File: src/sv/drs_pkg.sv
`timescale 1ns / 1ps
// ----------------------------------------------------------------------------
// Distance rank sorter package
// Shared sizes and the structs that run between the controller and the cells.
// ----------------------------------------------------------------------------
package drs_pkg;

   localparam int MAX_ENTRIES = 16;
   localparam int KEY_W       = 32;
   localparam int IDX_W       = $clog2(MAX_ENTRIES);
   localparam int CNT_W       = $clog2(MAX_ENTRIES + 1);
   localparam int RANK_W      = IDX_W;

   // broadcast from the controller to every cell
   typedef struct packed {
      logic              load_en;
      logic [IDX_W-1:0]  load_idx;
      logic [KEY_W-1:0]  load_key;
      logic              rank_init;
      logic              rank_step;
      logic              wb_en;
      logic [IDX_W-1:0]  wb_pos;
      logic [IDX_W-1:0]  wb_slot;
      logic [RANK_W-1:0] wb_rank;
   } cell_ctrl_type;

   // key that travels around the ring during ranking
   typedef struct packed {
      logic             valid;
      logic [KEY_W-1:0] key;
   } travel_type;

   // running best that travels down the chain during a pick
   typedef struct packed {
      logic              has;
      logic [RANK_W-1:0] best;
      logic [IDX_W-1:0]  pos;
      logic [IDX_W-1:0]  slot;
      logic [IDX_W-1:0]  tail_slot;
      logic [RANK_W-1:0] tail_rank;
   } token_type;

endpackage

File: src/sv/drs_cell.sv
`timescale 1ns / 1ps
// ----------------------------------------------------------------------------
// Distance rank sorter cell
// Holds one key slot and one remaining-list position; counts its rank from
// the key ring and updates the pick token as it passes.
// ----------------------------------------------------------------------------
module drs_cell
   import drs_pkg::*;
(
   input  logic             clock,
   input  logic             reset,
   input  logic [IDX_W-1:0] cell_idx,
   input  cell_ctrl_type    ctrl,
   input  travel_type       travel_prev,
   input  token_type        token_prev,
   input  logic             next_valid,
   output travel_type       travel_out,
   output token_type        token_out,
   output logic             valid_out
);

   logic [KEY_W-1:0]  key_ff,    key_in;
   logic              valid_ff,  valid_in;
   logic [RANK_W-1:0] rank_ff,   rank_in;
   logic [IDX_W-1:0]  slot_ff,   slot_in;
   travel_type        travel_ff, travel_in;
   token_type         token_ff,  token_in;
   logic              is_tail;

   assign is_tail = valid_ff & ~next_valid;

   always_comb begin
      key_in    = key_ff;
      valid_in  = valid_ff;
      rank_in   = rank_ff;
      slot_in   = slot_ff;
      travel_in = travel_ff;

      if (ctrl.load_en && (ctrl.load_idx == cell_idx)) begin
         key_in   = ctrl.load_key;
         valid_in = 1'b1;
      end

      if (ctrl.rank_init) begin
         travel_in.valid = valid_ff;
         travel_in.key   = key_ff;
         rank_in         = '0;
         slot_in         = cell_idx;
      end else if (ctrl.rank_step) begin
         // count the passing key if strictly smaller, then rotate
         travel_in = travel_prev;
         if (valid_ff && travel_ff.valid && (travel_ff.key < key_ff)) begin
            rank_in = rank_ff + 1'b1;
         end
      end

      if (ctrl.wb_en) begin
         // fill the picked position from the tail, drop the tail
         if (ctrl.wb_pos == cell_idx) begin
            slot_in = ctrl.wb_slot;
            rank_in = ctrl.wb_rank;
         end
         if (is_tail) begin
            valid_in = 1'b0;
         end
      end

      token_in = token_prev;
      if (valid_ff && (!token_prev.has || (rank_ff > token_prev.best))) begin
         token_in.has  = 1'b1;
         token_in.best = rank_ff;
         token_in.pos  = cell_idx;
         token_in.slot = slot_ff;
      end
      if (is_tail) begin
         token_in.tail_slot = slot_ff;
         token_in.tail_rank = rank_ff;
      end
   end

   always_ff @(posedge clock) begin
      if (reset) begin
         valid_ff <= 1'b0;
      end else begin
         valid_ff <= valid_in;
      end
   end

   always_ff @(posedge clock) begin
      key_ff    <= key_in;
      rank_ff   <= rank_in;
      slot_ff   <= slot_in;
      travel_ff <= travel_in;
      token_ff  <= token_in;
   end

   assign travel_out = travel_ff;
   assign token_out  = token_ff;
   assign valid_out  = valid_ff;

endmodule

File: src/sv/distance_rank_sorter_core.sv
`timescale 1ns / 1ps
// ----------------------------------------------------------------------------
// Distance rank sorter core
// Collects a batch of distance keys and reports load slots farthest first.
// ----------------------------------------------------------------------------
// Usage: drive a request (req_distance_key, req_last_entry) with start while
// busy is low. Each request stores its key in the next load slot, up to
// MAX_ENTRIES; keys past that are dropped but a last flag still closes the
// batch. A request without the last flag yields nothing. After the last
// request busy rises and the block ranks the batch: a setup step, then a
// rotation of the keys once around the cell ring. For each result the pick
// token then walks down the chain of MAX_ENTRIES cells, one cell a cycle,
// and an emit step writes the pick back; results pass through one output
// register.
// Results show on rsp_* for exactly one cycle, marked by rsp_valid; the
// receiver cannot stall, so nothing is held. rsp_last_place marks the final
// result of the batch. Reset clears the control state and the cell valid
// bits; stored keys and ranks stay undefined until written.
// ----------------------------------------------------------------------------
module distance_rank_sorter_core
   import drs_pkg::*;
(
   input  logic             clock,
   input  logic             reset,
   input  logic             start,
   output logic             busy,
   input  logic [KEY_W-1:0] req_distance_key,
   input  logic             req_last_entry,
   output logic             rsp_valid,
   output logic [IDX_W-1:0] rsp_entry_slot,
   output logic [CNT_W-1:0] rsp_place_number,
   output logic             rsp_last_place
);

   typedef enum logic [2:0] {
      ST_IDLE,
      ST_INIT,
      ST_RANK,
      ST_SCAN,
      ST_EMIT
   } state_type;

   state_type        state_ff;
   logic [CNT_W-1:0] count_ff;
   logic [CNT_W-1:0] left_ff;
   logic [CNT_W-1:0] place_ff;
   logic [IDX_W-1:0] cyc_ff;
   logic             rsp_valid_ff;
   logic [IDX_W-1:0] rsp_entry_slot_ff;
   logic [CNT_W-1:0] rsp_place_number_ff;
   logic             rsp_last_place_ff;

   logic             accept;
   logic             cyc_done;
   cell_ctrl_type    ctrl;
   token_type        token_last;

   travel_type       travel_vec [MAX_ENTRIES];
   token_type        token_vec  [MAX_ENTRIES];
   logic [MAX_ENTRIES-1:0] valid_vec;

   assign busy     = (state_ff != ST_IDLE);
   assign accept   = start && !busy;
   assign cyc_done = (cyc_ff == IDX_W'(MAX_ENTRIES - 1));

   // broadcast control: load on accept, rank while rotating, write back on emit
   always_comb begin
      ctrl.load_en   = accept && (count_ff < CNT_W'(MAX_ENTRIES));
      ctrl.load_idx  = count_ff[IDX_W-1:0];
      ctrl.load_key  = req_distance_key;
      ctrl.rank_init = (state_ff == ST_INIT);
      ctrl.rank_step = (state_ff == ST_RANK);
      ctrl.wb_en     = (state_ff == ST_EMIT);
      ctrl.wb_pos    = token_last.pos;
      ctrl.wb_slot   = token_last.tail_slot;
      ctrl.wb_rank   = token_last.tail_rank;
   end

   // the chain: ring for keys, straight line for the pick token
   for (genvar i = 0; i < MAX_ENTRIES; i++) begin : g_cell
      token_type token_prev;
      logic      next_valid;

      if (i == 0) begin : g_head
         assign token_prev = '0;
      end else begin : g_body
         assign token_prev = token_vec[i-1];
      end

      if (i == MAX_ENTRIES - 1) begin : g_end
         assign next_valid = 1'b0;
      end else begin : g_mid
         assign next_valid = valid_vec[i+1];
      end

      drs_cell u_cell (
         .clock       (clock),
         .reset       (reset),
         .cell_idx    (IDX_W'(i)),
         .ctrl        (ctrl),
         .travel_prev (travel_vec[(i + MAX_ENTRIES - 1) % MAX_ENTRIES]),
         .token_prev  (token_prev),
         .next_valid  (next_valid),
         .travel_out  (travel_vec[i]),
         .token_out   (token_vec[i]),
         .valid_out   (valid_vec[i])
      );
   end

   assign token_last = token_vec[MAX_ENTRIES-1];

   always_ff @(posedge clock) begin
      if (reset) begin
         state_ff            <= ST_IDLE;
         count_ff            <= '0;
         left_ff             <= '0;
         place_ff            <= '0;
         cyc_ff              <= '0;
         rsp_valid_ff        <= 1'b0;
         rsp_entry_slot_ff   <= '0;
         rsp_place_number_ff <= '0;
         rsp_last_place_ff   <= 1'b0;
      end else begin
         rsp_valid_ff <= 1'b0;
         case (state_ff)
            ST_IDLE: begin
               if (accept) begin
                  // drop the key once the batch is full; the flag still counts
                  if (count_ff < CNT_W'(MAX_ENTRIES)) begin
                     count_ff <= count_ff + 1'b1;
                  end
                  if (req_last_entry) begin
                     state_ff <= ST_INIT;
                  end
               end
            end
            ST_INIT: begin
               // seed the ring and clear the ranks in the cells
               left_ff  <= count_ff;
               count_ff <= '0;
               place_ff <= CNT_W'(1);
               cyc_ff   <= '0;
               state_ff <= ST_RANK;
            end
            ST_RANK: begin
               // advance the ring once around
               cyc_ff <= cyc_ff + 1'b1;
               if (cyc_done) begin
                  cyc_ff   <= '0;
                  state_ff <= ST_SCAN;
               end
            end
            ST_SCAN: begin
               // wait for the token to clear the last cell
               cyc_ff <= cyc_ff + 1'b1;
               if (cyc_done) begin
                  state_ff <= ST_EMIT;
               end
            end
            ST_EMIT: begin
               rsp_valid_ff        <= 1'b1;
               rsp_entry_slot_ff   <= token_last.slot;
               rsp_place_number_ff <= place_ff;
               rsp_last_place_ff   <= (left_ff == CNT_W'(1));
               place_ff            <= place_ff + 1'b1;
               left_ff             <= left_ff - 1'b1;
               cyc_ff              <= '0;
               if (left_ff == CNT_W'(1)) begin
                  state_ff <= ST_IDLE;
               end else begin
                  state_ff <= ST_SCAN;
               end
            end
            default: begin
               state_ff <= ST_IDLE;
            end
         endcase
      end
   end

   assign rsp_valid        = rsp_valid_ff;
   assign rsp_entry_slot   = rsp_entry_slot_ff;
   assign rsp_place_number = rsp_place_number_ff;
   assign rsp_last_place   = rsp_last_place_ff;

   // live cells must match the remaining count while picking
   a_valid_matches_left: assert property (@(posedge clock) disable iff (reset)
      (state_ff == ST_SCAN || state_ff == ST_EMIT) |->
         ($countones(valid_vec) == 32'(left_ff)))
      else $error("cell valid bits disagree with remaining count");

   // a pick always finds an entry
   a_emit_has_pick: assert property (@(posedge clock) disable iff (reset)
      (state_ff == ST_EMIT) |-> token_last.has)
      else $error("pick token empty at emit");

   // the final result returns the block to idle
   a_last_goes_idle: assert property (@(posedge clock) disable iff (reset)
      (rsp_valid_ff && rsp_last_place_ff) |-> (state_ff == ST_IDLE))
      else $error("last result without return to idle");

   // after the last result no cell stays live
   a_empty_after_batch: assert property (@(posedge clock) disable iff (reset)
      (rsp_valid_ff && rsp_last_place_ff) |-> (valid_vec == '0))
      else $error("cells still live after final result");

   // load count never passes the cell count
   a_count_bound: assert property (@(posedge clock) disable iff (reset)
      count_ff <= CNT_W'(MAX_ENTRIES))
      else $error("entry count overflow");

endmodule
File: config.mk
export PLATFORM = sky130hd
export DESIGN_NAME = distance_rank_sorter_core
export DESIGN_NICKNAME = d
export VERILOG_FILES = /design/src/sv/drs_pkg.sv /design/src/sv/drs_cell.sv /design/src/sv/distance_rank_sorter_core.sv
export SDC_FILE = /design/constraint.sdc
export NUM_CORES = 2
export LEC_CHECK = 0
export CAP_MARGIN = 20
export CELL_PAD_IN_SITES_DETAIL_PLACEMENT = 0
export CELL_PAD_IN_SITES_GLOBAL_PLACEMENT = 1
export CORE_UTILIZATION = 58
export CTS_BUF_LIST = sky130_fd_sc_hd__clkbuf_4 sky130_fd_sc_hd__clkbuf_8
export CTS_CLUSTER_DIAMETER = 120
export DETAILED_ROUTE_END_ITERATION = 6
export DONT_BUFFER_PORTS = 1
export MAX_ROUTING_LAYER = met4
export PLACE_DENSITY = 0.94
export SETUP_SLACK_MARGIN = 0.15
export SLEW_MARGIN = 20
export SYNTH_ARGS = -nofsm -noshare
export SYNTH_HDL_FRONTEND = slang
export SYNTH_SLANG_ARGS = --single-unit
File: constraint.sdc
create_clock -name clock -period 27.7 [get_ports clock]
set_clock_uncertainty 0.2 [all_clocks]
set_input_delay 8.31 -clock clock [delete_from_list [all_inputs] [get_ports clock]]
set_output_delay 8.31 -clock clock [all_outputs]
set_load 0.01 [all_outputs]
==> report_table.html <==
<table>
<tr><th>Metric</th><th>Value</th></tr>
<tr><th colspan="2">Global route</th></tr>
<tr><td>Overall routing resource usage</td><td>28.8%</td></tr>
<tr><td>Wire length of the first global-routing pass</td><td>250000 um</td></tr>
<tr><td>Initial antenna violation count</td><td>4</td></tr>
<tr><td>Via count of the first global-routing pass</td><td>43.2k</td></tr>
<tr><td>Total gr overflow</td><td>0</td></tr>
<tr><td>Largest net degree at the start of global routing</td><td>267</td></tr>
<tr><th colspan="2">Logic synthesis</th></tr>
<tr><td>Net count of the mapped netlist</td><td>6420</td></tr>
<tr><td>Netlist Area Pre-Place</td><td>roughly 68000 um^2</td></tr>
<tr><td>Top cells by area, synth</td><td>sky130_fd_sc_hd__edfxtp_1, sky130_fd_sc_hd__dfxtp_1, sky130_fd_sc_hd__ha_1</td></tr>
<tr><td>Flip-flop cell with the highest count after synthesis</td><td>sky130_fd_sc_hd__edfxtp_1</td></tr>
<tr><td>Warnings, synthesis</td><td>0</td></tr>
<tr><td>Fraction of registers with async set/reset</td><td>0%</td></tr>
<tr><td>Portion of synthesized cell area occupied by the leading cell type</td><td>46.1%</td></tr>
<tr><td>Gate count of the mapped netlist</td><td>5804</td></tr>
<tr><td>Unique cell type count in the Yosys netlist</td><td>65</td></tr>
<tr><td>Part of the Yosys area used for sequential elements</td><td>60.7%</td></tr>
<tr><td>Area leader, netlist</td><td>sky130_fd_sc_hd__edfxtp_1</td></tr>
<tr><td>Count of flip-flops with a built-in enable after synthesis</td><td>1040</td></tr>
<tr><td>Post-synthesis sequential element count</td><td>roughly 1.5k</td></tr>
<tr><td>Mean post-synth cell area</td><td>11.7 um^2</td></tr>
<tr><td>Dominant cell by count in the synthesized netlist</td><td>sky130_fd_sc_hd__edfxtp_1</td></tr>
<tr><td>Most common library cells after synthesis</td><td>sky130_fd_sc_hd__edfxtp_1, sky130_fd_sc_hd__nand2_1, sky130_fd_sc_hd__o21ai_0</td></tr>
<tr><th colspan="2">Route</th></tr>
<tr><td>Avg WL per Cell</td><td>21.6 um</td></tr>
<tr><td>Via count</td><td>around 44k</td></tr>
<tr><td>Via density per instance</td><td>a little under 6</td></tr>
<tr><td>Total length of routed wires</td><td>164000 um</td></tr>
<tr><td>Final ANT Viol Nets</td><td>0</td></tr>
<tr><td>DRC Markers</td><td>0</td></tr>
<tr><td>Number of optimization iterations in the first detailed-route pass</td><td>6</td></tr>
<tr><td>DRT iter0 DRCs</td><td>4959</td></tr>
<tr><th colspan="2">Finish</th></tr>
<tr><td>Util after Layout</td><td>64.8%</td></tr>
<tr><td>Area growth syn-to-layout</td><td>10.0%</td></tr>
<tr><td>Fraction of final layout cells sized beyond drive strength 1</td><td>about an eighth</td></tr>
<tr><td>Post-layout nets</td><td>6505</td></tr>
<tr><th colspan="2">Timing</th></tr>
<tr><td>Number of hold violations in the final report</td><td>0</td></tr>
<tr><td>Setup repair after global routing missed its margin</td><td>no</td></tr>
<tr><td>Setup-violating endpoint count in the final report</td><td>0</td></tr>
<tr><td>Headroom to the max-slew limit</td><td>a little over 20%</td></tr>
<tr><td>Minimum setup slack in the final design</td><td>~17 ns</td></tr>
<tr><td>Slew at the pin closest to its max-slew limit</td><td>around 1.2 ns</td></tr>
<tr><td>Achievable clock frequency</td><td>96.0 MHz</td></tr>
<tr><td>Post-layout minimum cycle time</td><td>~10 ns</td></tr>
<tr><td>Fin Setup TNS</td><td>0 ns</td></tr>
<tr><td>Count of pins over their slew limit</td><td>0</td></tr>
<tr><td>Fin crit share</td><td>approximately 38%</td></tr>
<tr><th colspan="2">Hold path</th></tr>
<tr><td>Type of the most critical hold path</td><td>flop to flop</td></tr>
<tr><td>Startpoint of the tightest hold check path</td><td>g_cell[4].u_cell.token_out[12]</td></tr>
<tr><th colspan="2">Worst setup path</th></tr>
<tr><td>Kind of start point of the critical path</td><td>flop</td></tr>
<tr><td>CP Capture Type</td><td>primary output</td></tr>
<tr><td>Worst R2R Setup Slack</td><td>approximately 23 ns</td></tr>
<tr><td>Kind of cell adding the most delay to the critical path</td><td>simple AND/OR/NAND/NOR gates</td></tr>
<tr><td>Arrival time at the worst endpoint</td><td>~1.9 ns</td></tr>
<tr><td>Crit-path cells</td><td>or3_1</td></tr>
<tr><td>Largest fanout on the critical path</td><td>14</td></tr>
<tr><td>Critical Path Start</td><td>state_ff[0]</td></tr>
<tr><td>Delay contributed by the slowest stage of the critical path</td><td>roughly 0.5 ns</td></tr>
<tr><td>Type of the worst setup path</td><td>flop to primary output</td></tr>
<tr><td>Worst path bufs/invs</td><td>0</td></tr>
<tr><td>Data required, critical path</td><td>19.19 ns</td></tr>
<tr><td>Max stage delay cell, worst path</td><td>sky130_fd_sc_hd__or3_1</td></tr>
<tr><td>Startpoint of the worst register-to-register path</td><td>state_ff[1]</td></tr>
<tr><th colspan="2">Floorplanning</th></tr>
<tr><td>Die area</td><td>118000 um^2</td></tr>
<tr><td>Num rows</td><td>124</td></tr>
<tr><td>Total core area</td><td>115000 um^2</td></tr>
<tr><td>Initial core utilization</td><td>58.9%</td></tr>
<tr><td>I/O Pins</td><td>48</td></tr>
<tr><td>Chip Width</td><td>344 um</td></tr>
<tr><td>Die height</td><td>around 340 um</td></tr>
<tr><th colspan="2">Power and ir drop</th></tr>
<tr><td>Leakage Power</td><td>30.7 nW</td></tr>
<tr><td>Total power per unit cell area</td><td>80.5 nW/um^2</td></tr>
<tr><td>Worst vdd rail ir drop</td><td>0.000120 V</td></tr>
<tr><td>Switching pwr</td><td>1.72 mW</td></tr>
<tr><td>Clk network pwr share</td><td>33.2%</td></tr>
<tr><td>Internal power contribution</td><td>between 4 and 5 mW</td></tr>
<tr><td>Combinational share of power</td><td>between 10% and 20%</td></tr>
<tr><td>Share of power burned in registers</td><td>50.8%</td></tr>
<tr><td>Switching Fraction</td><td>28.7%</td></tr>
<tr><th colspan="2">Clock network</th></tr>
<tr><td>CTS tree</td><td>done</td></tr>
<tr><td>Total clock buffers created by CTS</td><td>231</td></tr>
<tr><td>CTS root buf</td><td>sky130_fd_sc_hd__clkbuf_8</td></tr>
<tr><td>Register clock-pin slew on the reported worst setup and hold paths</td><td>0.06 ns</td></tr>
<tr><td>Worst-skew pair later-pin latency</td><td>0.97 ns</td></tr>
<tr><td>Hold buffer count at cts</td><td>0</td></tr>
<tr><td>Deepest level of the CTS H-tree</td><td>4</td></tr>
<tr><td>Maximum root-to-sink buffer count</td><td>3</td></tr>
<tr><td># Post-CTS Setup Buffers</td><td>0</td></tr>
<tr><td>TritonCTS sink count</td><td>1533</td></tr>
<tr><td>Cts repair resizes</td><td>0</td></tr>
<tr><th colspan="2">Placed design</th></tr>
<tr><td>Post-Place Setup Slack</td><td>16.68 ns</td></tr>
<tr><td>Gp weighted congestion</td><td>about 0.89</td></tr>
<tr><td>Count of input and output buffers</td><td>0</td></tr>
<tr><td>HPWL after detailed placement</td><td>112000 um</td></tr>
<tr><th colspan="2">Status</th></tr>
<tr><td>Outcome</td><td>complete, no violations</td></tr>
<tr><th colspan="2">Run</th></tr>
<tr><td>Count of maximum capacitance violations</td><td>0</td></tr>
</table>
[power groups by stage]
stage | combinational, mW | sequential (mW) | clock [mW]
after floorplan | 0.666 | 3.12 | 0
after global placement | 0.890 | 3.08 | 0
after detailed placement | 0.945 | 3.08 | 0
after CTS | 0.952 | 3.04 | 2.01
after global routing | 1.08 | 3.07 | 2.11
final | 0.958 | 3.05 | 1.99
[layout make-up]
cell class / instances / area, um^2
clock buffers: 332 / 4150
multi-input cells: 3477 / 23800
flip-flops and latches: 1533 / 41100
repair buffers: 56 / 483
fillers: 8378 / 40500
well taps: 1512 / 1890
inverters: 590 / 2210
diodes: 3 / 7.51
clock inverters: 97 / 891
[sequential cells by signal, indices dropped and copies added (netlist names), 5 cells and up]
signal and flops:
g_cell.u_cell.key_ff 512, g_cell.u_cell.valid_out 16, g_cell.u_cell.rank_ff 64, g_cell.u_cell.token_out 316, g_cell.u_cell.slot_ff 64, g_cell.u_cell.travel_out 528
place_ff 5, left_ff 5, count_ff 5, rsp_place_number 5
[worst paths after layout]
path	to	depth (start not counted)
worst max-delay path	busy	1
worst min-delay path	g_cell[5].u_cell.token_out[12]	1
worst max register to register	g_cell[6].u_cell.travel_out[10]	6
worst min register to register	g_cell[5].u_cell.token_out[12]	1
[stage by stage]
stage          cell area, um^2  std cells  hold slack, ns  power (mW)
6_report                 74500       7600           0.197        6.00
5_1_grt                  74500       7598           0.203        6.26
4_1_cts                  74500       7596           0.199        6.01
3_5_place_dp             69400       7167           0.199        4.02
3_3_place_gp             69400       7167           0.196        3.97
2_1_floorplan            67700       5804           0.154        3.78
[cell families after synthesis]
kind of cell	after synthesis	share of synthesized area, %
adders and majority gates	580	10.7
muxes	254	4.19
buffers and inverters	794	4.42
DFF	1533	60.7
and+or+nand+nor	1389	9.19
xor gates and xnor gates	49	0.634
AOI/OAI and AO/OA	1205	10.1
[cells in the final DEF (no fill, tap or decap), types with 20 or more instances in the layout]
cell type / n
sky130_fd_sc_hd__nor2_1: 98
sky130_fd_sc_hd__nand2b_1: 37
sky130_fd_sc_hd__a21o_1: 82
sky130_fd_sc_hd__clkbuf_8: 265
sky130_fd_sc_hd__and4_1: 30
sky130_fd_sc_hd__ha_1: 580
sky130_fd_sc_hd__mux2_2: 236
sky130_fd_sc_hd__clkbuf_4: 67
sky130_fd_sc_hd__nand2_1: 882
sky130_fd_sc_hd__buf_4: 51
sky130_fd_sc_hd__nand4_1: 79
sky130_fd_sc_hd__nor3_1: 36
sky130_fd_sc_hd__or2_2: 47
sky130_fd_sc_hd__nor2b_1: 52
sky130_fd_sc_hd__clkinv_2: 35
sky130_fd_sc_hd__a2111oi_0: 20
sky130_fd_sc_hd__a211oi_1: 45
sky130_fd_sc_hd__clkinv_1: 34
sky130_fd_sc_hd__edfxtp_1: 1040
sky130_fd_sc_hd__inv_1: 590
sky130_fd_sc_hd__o211ai_1: 27
sky130_fd_sc_hd__nand3_1: 39
sky130_fd_sc_hd__a21oi_1: 209
sky130_fd_sc_hd__xnor2_1: 46
sky130_fd_sc_hd__dfxtp_1: 493
sky130_fd_sc_hd__o21ai_0: 721
[metal layers]
metal	global-route usage, %	up-vias	wire, um
met3	4.98	287	15100
met4	10.3	0	4590
met5	-	-	0
met1	40.4	21000	71400
met2	42.2	1920	73200
li1	-	20800	-
Note: power is estimated with default switching activity, not from simulation.
